==> src/hdl/jacobi_stencil_sweep_top_macros.svh <==
// assertion helpers shared by the jacobi stencil sweep rtl
`ifndef JACOBI_STENCIL_SWEEP_TOP_MACROS_SVH
`define JACOBI_STENCIL_SWEEP_TOP_MACROS_SVH

// same-cycle implication, muted while reset is high
`define JSS_ASSERT_NOW(label, clk, rst, ante, cons, msg) \
   label: assert property (@(posedge clk) disable iff (rst) (ante) |-> (cons)) \
      else $error(msg);

// next-cycle implication, muted while reset is high
`define JSS_ASSERT_NEXT(label, clk, rst, ante, cons, msg) \
   label: assert property (@(posedge clk) disable iff (rst) (ante) |=> (cons)) \
      else $error(msg);

`endif

==> src/hdl/jss_pkg.sv <==
package jss_pkg;

   localparam int JSS_MAX_WIDTH = 1024;
   localparam int JSS_COL_W     = $clog2(JSS_MAX_WIDTH);
   localparam int JSS_WEFF_W    = JSS_COL_W + 1;
   localparam int JSS_WIDTH_W   = 11;
   localparam int JSS_HEIGHT_W  = 16;
   localparam int JSS_OUT_COL_W = 10;
   localparam int JSS_DATA_W    = 32;
   localparam int JSS_SUM_W     = JSS_DATA_W + 2;
   localparam int JSS_DIFF_W    = JSS_DATA_W + 1;
   localparam int JSS_RES_W     = 64;
   localparam int JSS_CSR_W     = 16;

   localparam int JSS_MIN_SIZE    = 3;
   localparam int JSS_RESET_WIDTH = 1024;
   localparam int JSS_RESET_HEIGHT = 1024;

   typedef enum logic [0:0] {
      JSS_REG_GRID_WIDTH  = 1'b0,
      JSS_REG_GRID_HEIGHT = 1'b1
   } jss_reg_type;

   // per-transaction control carried alongside the data path
   typedef struct packed {
      logic                     emit;
      logic                     last;
      logic                     parity;
      logic [JSS_HEIGHT_W-1:0]  row;
      logic [JSS_OUT_COL_W-1:0] col;
   } jss_ctrl_type;

   typedef struct packed {
      logic [JSS_DATA_W-1:0] port_a;
      logic [JSS_DATA_W-1:0] port_b;
   } jss_bank_rd_type;

endpackage

==> src/hdl/jss_intf.sv <==


interface jss_rsp_if;
   logic                                     valid;
   logic                                     ready;
   logic signed [jss_pkg::JSS_DATA_W-1:0]    new_value;
   logic [jss_pkg::JSS_HEIGHT_W-1:0]         out_row;
   logic [jss_pkg::JSS_OUT_COL_W-1:0]        out_col;
   logic [jss_pkg::JSS_RES_W-1:0]            residual;
   logic                                     last_of_sweep;

   modport source (output valid, output new_value, output out_row, output out_col,
                   output residual, output last_of_sweep, input ready);
   modport sink   (input valid, input new_value, input out_row, input out_col,
                   input residual, input last_of_sweep, output ready);
endinterface

==> src/hdl/jss_relax.sv <==
module jss_relax (
   input  logic                                  clock,
   input  logic                                  reset,
   input  logic                                  in_valid,
   input  logic signed [jss_pkg::JSS_DATA_W-1:0] in_sample,
   input  jss_pkg::jss_ctrl_type                 in_ctrl,
   input  jss_pkg::jss_bank_rd_type              bank0_rd,
   input  jss_pkg::jss_bank_rd_type              bank1_rd,
   output logic                                  in_ready,
   jss_rsp_if.source                             rsp
);
   import jss_pkg::*;

   // stage valids and enables
   logic s1_valid_ff, s2_valid_ff, s3_valid_ff, s4_valid_ff, out_valid_ff;
   logic s1_en, s2_en, s3_en, s4_en, out_en;

   // stage 1: row store data arrives
   logic signed [JSS_DATA_W-1:0] s1_down_ff;
   jss_ctrl_type                 s1_ctrl_ff;
   logic signed [JSS_DATA_W-1:0] up_val, left_val, right_val;
   logic signed [JSS_SUM_W-1:0]  sum_in;
   logic signed [JSS_DATA_W-1:0] old_ff;

   // stage 2: relaxed value and change
   logic signed [JSS_SUM_W-1:0]  s2_sum_ff;
   logic signed [JSS_DATA_W-1:0] s2_old_ff;
   jss_ctrl_type                 s2_ctrl_ff;
   logic signed [JSS_DATA_W-1:0] relaxed_in;
   logic [JSS_DIFF_W-1:0]        diff_pos, diff_neg;
   logic [JSS_DATA_W-1:0]        mag_in;

   // stage 3: square
   logic signed [JSS_DATA_W-1:0] s3_relaxed_ff;
   logic [JSS_DATA_W-1:0]        s3_mag_ff;
   jss_ctrl_type                 s3_ctrl_ff;

   // stage 4: accumulate
   logic signed [JSS_DATA_W-1:0] s4_relaxed_ff;
   logic [JSS_RES_W-1:0]         s4_sq_ff;
   jss_ctrl_type                 s4_ctrl_ff;
   logic [JSS_RES_W-1:0]         residual_ff, residual_in;
   logic [JSS_RES_W:0]           acc_sum;
   logic [JSS_RES_W-1:0]         acc_sat;

   // output register
   logic signed [JSS_DATA_W-1:0] out_value_ff;
   logic [JSS_HEIGHT_W-1:0]      out_row_ff;
   logic [JSS_OUT_COL_W-1:0]     out_col_ff;
   logic [JSS_RES_W-1:0]         out_residual_ff;
   logic                         out_last_ff;

   assign out_en   = !out_valid_ff || rsp.ready;
   assign s4_en    = !s4_valid_ff || out_en;
   assign s3_en    = !s3_valid_ff || s4_en;
   assign s2_en    = !s2_valid_ff || s3_en;
   assign s1_en    = !s1_valid_ff || s2_en;
   assign in_ready = s1_en;

   // current row bank supplies the point above, the other bank the row being relaxed
   always_comb begin
      if (s1_ctrl_ff.parity) begin
         up_val    = signed'(bank1_rd.port_b);
         left_val  = signed'(bank0_rd.port_b);
         right_val = signed'(bank0_rd.port_a);
      end else begin
         up_val    = signed'(bank0_rd.port_b);
         left_val  = signed'(bank1_rd.port_b);
         right_val = signed'(bank1_rd.port_a);
      end
   end

   assign sum_in = JSS_SUM_W'(up_val) + JSS_SUM_W'(left_val)
                 + JSS_SUM_W'(right_val) + JSS_SUM_W'(s1_down_ff);

   // arithmetic shift gives the floor of the quarter
   assign relaxed_in = s2_sum_ff[JSS_SUM_W-1:2];
   assign diff_pos   = JSS_DIFF_W'(relaxed_in) - JSS_DIFF_W'(s2_old_ff);
   assign diff_neg   = JSS_DIFF_W'(s2_old_ff) - JSS_DIFF_W'(relaxed_in);
   assign mag_in     = diff_pos[JSS_DIFF_W-1] ? diff_neg[JSS_DATA_W-1:0]
                                              : diff_pos[JSS_DATA_W-1:0];

   assign acc_sum = {1'b0, residual_ff} + {1'b0, s4_sq_ff};
   assign acc_sat = acc_sum[JSS_RES_W] ? {JSS_RES_W{1'b1}} : acc_sum[JSS_RES_W-1:0];

   always_comb begin
      residual_in = residual_ff;
      if (s4_valid_ff && out_en) begin
         residual_in = s4_ctrl_ff.last ? '0 : acc_sat;
      end
   end

   always_ff @(posedge clock) begin
      if (reset) begin
         s1_valid_ff  <= 1'b0;
         s2_valid_ff  <= 1'b0;
         s3_valid_ff  <= 1'b0;
         s4_valid_ff  <= 1'b0;
         out_valid_ff <= 1'b0;
         residual_ff  <= '0;
      end else begin
         if (s1_en) begin
            s1_valid_ff <= in_valid;
         end
         if (s2_en) begin
            s2_valid_ff <= s1_valid_ff && s1_ctrl_ff.emit;
         end
         if (s3_en) begin
            s3_valid_ff <= s2_valid_ff;
         end
         if (s4_en) begin
            s4_valid_ff <= s3_valid_ff;
         end
         if (out_en) begin
            out_valid_ff <= s4_valid_ff;
         end
         residual_ff <= residual_in;
      end
   end

   always_ff @(posedge clock) begin
      if (s1_en && in_valid) begin
         s1_down_ff <= in_sample;
         s1_ctrl_ff <= in_ctrl;
      end
      // every transaction slides the window, boundary columns included
      if (s1_valid_ff && s2_en) begin
         old_ff     <= right_val;
         s2_sum_ff  <= sum_in;
         s2_old_ff  <= old_ff;
         s2_ctrl_ff <= s1_ctrl_ff;
      end
      if (s2_valid_ff && s3_en) begin
         s3_relaxed_ff <= relaxed_in;
         s3_mag_ff     <= mag_in;
         s3_ctrl_ff    <= s2_ctrl_ff;
      end
      if (s3_valid_ff && s4_en) begin
         s4_relaxed_ff <= s3_relaxed_ff;
         s4_sq_ff      <= JSS_RES_W'(s3_mag_ff) * JSS_RES_W'(s3_mag_ff);
         s4_ctrl_ff    <= s3_ctrl_ff;
      end
      if (s4_valid_ff && out_en) begin
         out_value_ff    <= s4_relaxed_ff;
         out_row_ff      <= s4_ctrl_ff.row;
         out_col_ff      <= s4_ctrl_ff.col;
         out_residual_ff <= s4_ctrl_ff.last ? acc_sat : '0;
         out_last_ff     <= s4_ctrl_ff.last;
      end
   end

   assign rsp.valid         = out_valid_ff;
   assign rsp.new_value     = out_value_ff;
   assign rsp.out_row       = out_row_ff;
   assign rsp.out_col       = out_col_ff;
   assign rsp.residual      = out_residual_ff;
   assign rsp.last_of_sweep = out_last_ff;

endmodule

==> src/flat_wrapper.sv <==
// flat-port wrapper written by rule: the top's interface ports become plain ports
module jss_relax_flat import jss_pkg::*;
  (clock, reset, in_valid, in_sample, in_ctrl, bank0_rd, bank1_rd, in_ready, rsp_valid, rsp_new_value, rsp_out_row, rsp_out_col, rsp_residual, rsp_last_of_sweep, rsp_ready);
  jss_rsp_if rsp_i ();
  input  logic clock;
  input  logic reset;
  input  logic in_valid;
  input  logic signed [jss_pkg::JSS_DATA_W-1:0] in_sample;
  input  jss_pkg::jss_ctrl_type in_ctrl;
  input  jss_pkg::jss_bank_rd_type bank0_rd;
  input  jss_pkg::jss_bank_rd_type bank1_rd;
  output logic in_ready;
  output wire logic [$bits(rsp_i.valid)-1:0] rsp_valid;
  output wire logic [$bits(rsp_i.new_value)-1:0] rsp_new_value;
  output wire logic [$bits(rsp_i.out_row)-1:0] rsp_out_row;
  output wire logic [$bits(rsp_i.out_col)-1:0] rsp_out_col;
  output wire logic [$bits(rsp_i.residual)-1:0] rsp_residual;
  output wire logic [$bits(rsp_i.last_of_sweep)-1:0] rsp_last_of_sweep;
  input wire logic [$bits(rsp_i.ready)-1:0] rsp_ready;
  assign rsp_valid = rsp_i.valid;
  assign rsp_new_value = rsp_i.new_value;
  assign rsp_out_row = rsp_i.out_row;
  assign rsp_out_col = rsp_i.out_col;
  assign rsp_residual = rsp_i.residual;
  assign rsp_last_of_sweep = rsp_i.last_of_sweep;
  assign rsp_i.ready = rsp_ready;
  jss_relax u_core (.clock(clock), .reset(reset), .in_valid(in_valid), .in_sample(in_sample), .in_ctrl(in_ctrl), .bank0_rd(bank0_rd), .bank1_rd(bank1_rd), .in_ready(in_ready), .rsp(rsp_i));
endmodule
==> config.mk <==
export PLATFORM = sky130hd
export DESIGN_NAME = jss_relax_flat
export DESIGN_NICKNAME = d
export VERILOG_FILES = /design/src/hdl/jacobi_stencil_sweep_top_macros.svh /design/src/hdl/jss_pkg.sv /design/src/hdl/jss_intf.sv /design/src/hdl/jss_relax.sv /design/src/flat_wrapper.sv
export SDC_FILE = /design/constraint.sdc
export NUM_CORES = 2
export LEC_CHECK = 0
export ABC_AREA = 1
export BUFFER_PORTS_ARGS = -buffer_cell sky130_fd_sc_hd__buf_2
export CAP_MARGIN = 0
export CORE_ASPECT_RATIO = 1.5
export CORE_MARGIN = 3
export CORE_UTILIZATION = 45
export DETAILED_ROUTE_END_ITERATION = 16
export PLACE_DENSITY_LB_ADDON = 0.1
export SYNTH_ARGS = -nofsm -noshare
export SYNTH_HDL_FRONTEND = slang
export SYNTH_SLANG_ARGS = --single-unit
==> constraint.sdc <==
create_clock -name clock -period 9.2 [get_ports clock]
set_input_delay 1.38 -clock clock [delete_from_list [all_inputs] [get_ports clock]]
set_output_delay 1.38 -clock clock [all_outputs]
set_load 0.05 [all_outputs]
# [Word level (Yosys, flattened, before mapping)]
# Index checks and enable logic that the tools add are counted.
[word_totals] input_bits=193 wordCells=62 output_inout_bits=125 reg_bits=592
[classes] muxes=6 n_reduce_logical=16 addsub=6 n_mul=1
[op_table] op="2-to-1 mux 32 bit" n=4
[op_table] op="2-to-1 mux 64 bit" n=2
[op_table] op="adder 64 x 64 -> 65 bit" n=1
[op_table] op="multiplier 32 x 32 -> 64 bit" n=1
[op_table] op="adder 33 x 32 -> 34 bit" n=1
[op_table] op="adder 34 x 32 -> 34 bit" n=1
[op_table] op="adder 32 x 32 -> 33 bit" n=1
[op_table] op="subtractor 32 x 32 -> 33 bit" n=1
[op_table] op="subtractor 32 bit" n=1
[op_table] op="logical AND 1 bit" n=6
[op_table] op="zero test 1 bit" n=5
[op_table] op="logical OR 1 bit" n=5

# [Longest topological paths before layout]
[logic_depth] word_depth=7 mapped_depth=35 depth_no_buf=33

# [Worst setup path before layout]
# Ideal clock, no wire load.
[synth_path] kind="input to register" startpoint="in rsp_ready" endpoint="reg u_core.residual_ff[10]" slack_ps=1195 t_arrival_ps=7935 cell_stages=7 cell_sequence="nor2_1 > nor2_1 > inv_1 > nor2_1 > clkbuf_1 > nand2_1 > a21oi_1"
[synth_between] elab_chain_len=2
[synth_rtl] item="from (decl)" line_no="flat_wrapper.sv:19" source="input wire logic [$bits(rsp_i.ready)-1:0] rsp_ready;"
[synth_rtl] item="logical OR 1 bit" line_no="jss_relax.sv:53" source="assign out_en = !out_valid_ff || rsp.ready;"
[synth_rtl] item="logical AND 1 bit" line_no="jss_relax.sv:88" source="if (s4_valid_ff && out_en) begin"
[synth_rtl] item="to (signal assigned)" line_no="jss_relax.sv:117" source="residual_ff <= residual_in;"
[synth_rtl] item="to (decl)" line_no="jss_relax.sv:42" source="logic [JSS_RES_W-1:0] residual_ff, residual_in;"
# No other way between the ends.
# A chain may end at the register's enable or synchronous reset.

# [Worst setup path in the final report]
[layout_path] startpoint="reg u_core.s3_mag_ff[16]" endpoint="reg u_core.s4_sq_ff[60], data pin"
[layout_between] elab_chain_len=1
[layout_rtl] item="from (decl)" line_no="jss_relax.sv:35" source="logic [JSS_DATA_W-1:0] s3_mag_ff;"
[layout_rtl] item="from (signal assigned)" line_no="jss_relax.sv:135" source="s3_mag_ff <= mag_in;"
[layout_rtl] item="multiplier 32 x 32 -> 64 bit" line_no="jss_relax.sv:140" source="s4_sq_ff <= JSS_RES_W'(s3_mag_ff) * JSS_RES_W'(s3_mag_ff);"
[layout_rtl] item="to (signal assigned)" line_no="jss_relax.sv:140"
[layout_rtl] item="to (decl)" line_no="jss_relax.sv:40" source="logic [JSS_RES_W-1:0] s4_sq_ff;"
# No other way between the ends.

==> flow_metrics.tcl <==
set metrics [dict create \
    status "completed" \
    finalSetupViolations 0 \
    cts_max_path_buffers 3 \
    fin_worst_skew_ns 0.0349 \
    grt-ovfl-total 0 \
    start_kind "register" \
    hold_viol_final 0 \
    cts_tree "yes" \
    drive_above_1_share_pct 7.92 \
    synth_top_area_share_pct 27.1 \
    num_vias 47925 \
    drc 0 \
    hold_path.class "reg2reg" \
    cap_violations 0 \
    cp_slowest_stage_delay_ns 1.09 \
    vias_per_cell 4.98 \
    ys_seq_elements 589 \
    grt_usage_pct 27.8 \
    final-max-slew-violation-count 0 \
    place.gp.congestion 0.982 \
    r2r-start "u_core.s3_mag_ff[16]$_DFFE_PP_" \
    fillers 13698 \
    synth-compound-area-share_pct 5.88 \
    die_h_um 466 \
    cts_resized 0 \
    core-area_mm2 0.140 \
    antenna_found_initial 4 \
    path_class "reg2reg" \
    max_freq_mhz 119 \
    period_minus_slack_ns 8.43 \
    nets 9196 \
    numPortBuffers 317 \
    drt_pass1_iterations 5 \
    rsz0062_at_grt "no" \
    yosys.area_share.adder_pct 36.0 \
    syn_avg_cell_area_um2 8.59 \
    slowest_stage "edfxtp_1" \
    placementRows 168 \
    clk_pin_slew_ns 0.06 \
    netlist_area_mm2 0.0636 \
    wl_per_cell_um 20.8 \
    cts_sinks 589 \
    ctsHtreeMaxLevel 3 \
    grt_max_degree 96 \
    ctsHoldBuffers 0 \
    postCtsSetupBuffers 0 \
    yosysWarningCount 0 \
    synth_top_cell_by_area "fa_1" \
    fin_tns_setup_ns 0 \
    clk_latency_ns 0.70 \
    drt-total-wl_um 200000 \
    yosysSeqAreaShare_pct 26.7 \
    dieArea_mm2 0.146 \
    maxSlewHeadroom_pct 23.3 \
    ys.flop_type "edfxtp_1" \
    synth_top_family_by_area "adder cells" \
    crit_top_cell "fa_1" \
    die_w_um 313 \
    syn_inst 7403 \
    cts_root_buffer "clkbuf_16" \
    drt_iter0_drc 2433 \
    critPathBufInv 5 \
    ant_nets 0 \
    synth_nets 8910 \
    tightest_slew_ns 1.15 \
    min_period_over_period_pct 91.7 \
    path_delay_family "adder cells" \
    cp_data_required_time_ns 9.63 \
    synthSimpleGateAreaFrac_pct 15.6 \
    synthTopCellsByArea "fa_1 27%, edfxtp_1 25%, inv_1 11%" \
    ios 318 \
    grt_pass1_vias 52060 \
    muxShareOfSynthArea_pct 0.478 \
    crit_path_end_kind "register" \
    synth_xor_area_share_pct 2.73 \
    cts_buffers 67 \
    crit_start "u_core.s3_mag_ff[16]$_DFFE_PP_" \
    synth_edf_count 520 \
    cp.arrival_ns 8.86 \
    start_util_pct 45.4 \
    synthArstFlopShare_pct 0 \
    synthDistinctLibCells 51 \
    path_cells "buf_4 > nand2_1 > fa_1 > inv_1 > fa_1 > inv_1 > fa_1 > fa_1 > inv_1 > fa_1 > fa_1 > fa_1 > fa_1 > ha_1 > nand2_1 > nor2_1 > inv_1 > nor2_1 > nand2_1 > o21ai_0 > nand3_1 > nand3_1 > nand2_1" \
    syn2layout_area_growth_pct 9.87 \
    grt_pass1_wl_um 303000 \
    hp-start "u_core.old_ff[9]$_DFFE_PP_" \
    crit_fanout 16 \
    dp_hpwl_um 169000 \
]
[per-stage QoR]
step	setup slack, ns	hold WS [ns]	cell area [um^2]	util, %	cells
3_5_place_dp	0.921	0.405	67500	48.2	9490
5_1_grt	0.631	0.405	69900	49.9	9616
4_1_cts	0.881	0.393	69900	49.9	9614
2_1_floorplan	1.19	0.400	63600	-	7403
6_report	0.766	0.400	69900	49.9	9616
3_3_place_gp	0.874	0.400	67500	48.2	9490
[worst paths after layout]
kind              slack (ns)                       endpoint  cells after the start
setup / recovery        0.77  u_core.s4_sq_ff[60]$_DFFE_PP_                     23
hold / removal          0.40  u_core.s2_old_ff[9]$_DFFE_PP_                      0
setup reg to reg        0.77  u_core.s4_sq_ff[60]$_DFFE_PP_                     23
hold reg to reg         0.40  u_core.s2_old_ff[9]$_DFFE_PP_                      0
[cell type report]
type	instances	area, um^2	share of cell area, %
flip-flops and latches	589	17000	24.3
repair buffers	404	2290	3.28
multi-input cells	4713	38600	55.3
clock buffers	81	1760	2.52
well taps	1870	2340	3.35
clock inverters	43	642	0.919
inverters	1914	7190	10.3
diodes	2	5.00	0.00716
[cells in the final DEF (no fill, tap or decap), types with 10 or more instances in the layout]
cell type	instances
o21a_1	22
dfxtp_1	69
inv_2	18
clkbuf_16	67
edfxtp_1	520
xnor2_1	51
a21o_1	19
clkbuf_1	11
nand2_2	14
nand2_1	1818
ha_1	453
a31oi_1	37
nor4_1	16
nand4_1	26
buf_2	317
inv_1	1893
xor2_1	147
clkinv_2	10
mux2_2	27
fa_1	861
nand3_1	159
nor2_1	393
buf_4	83
o21ai_0	164
a21oi_1	332
o21bai_1	40
o21ai_1	19
nor2_2	14
nor3_1	29
[kinds of logic after synthesis]
kind of cell,Yosys count
buffers and inverters,2101
adders and majority gates,1314
and+or+nand+nor,2504
xor gates and xnor gates,198
DFF,589
AOI/OAI and AO/OA,670
muxes,27
[Yosys cell counts (6+ instances only)]
library cell	count
xnor2_1	51
nand2_2	14
ha_1	453
nor2_2	14
o211ai_1	6
a31oi_1	37
o21ai_1	19
a21o_1	19
mux2_2	27
nor2_1	397
nand3_1	159
buf_6	6
nor4_1	16
nand3b_1	9
inv_1	1896
and3_1	9
nand2_1	1818
xor2_1	147
or2_2	6
o21ai_0	164
inv_2	17
fa_1	861
o21bai_1	40
buf_2	27
clkbuf_1	138
dfxtp_1	69
nand4_1	26
a21oi_1	332
buf_1	9
edfxtp_1	520
o21a_1	22
nor3_1	29
[routing by layer]
metal  wire, um  up-vias  track usage (%)
met5         17        -                0
met4      16000        2             18.7
met3       8100      495             3.57
met2     111000     1155             54.5
met1      65200    23355             26.6
li1           -    22918                -
Power is not shown: default switching activity piles up to over one toggle a cycle in this logic, so the estimate is an artifact.
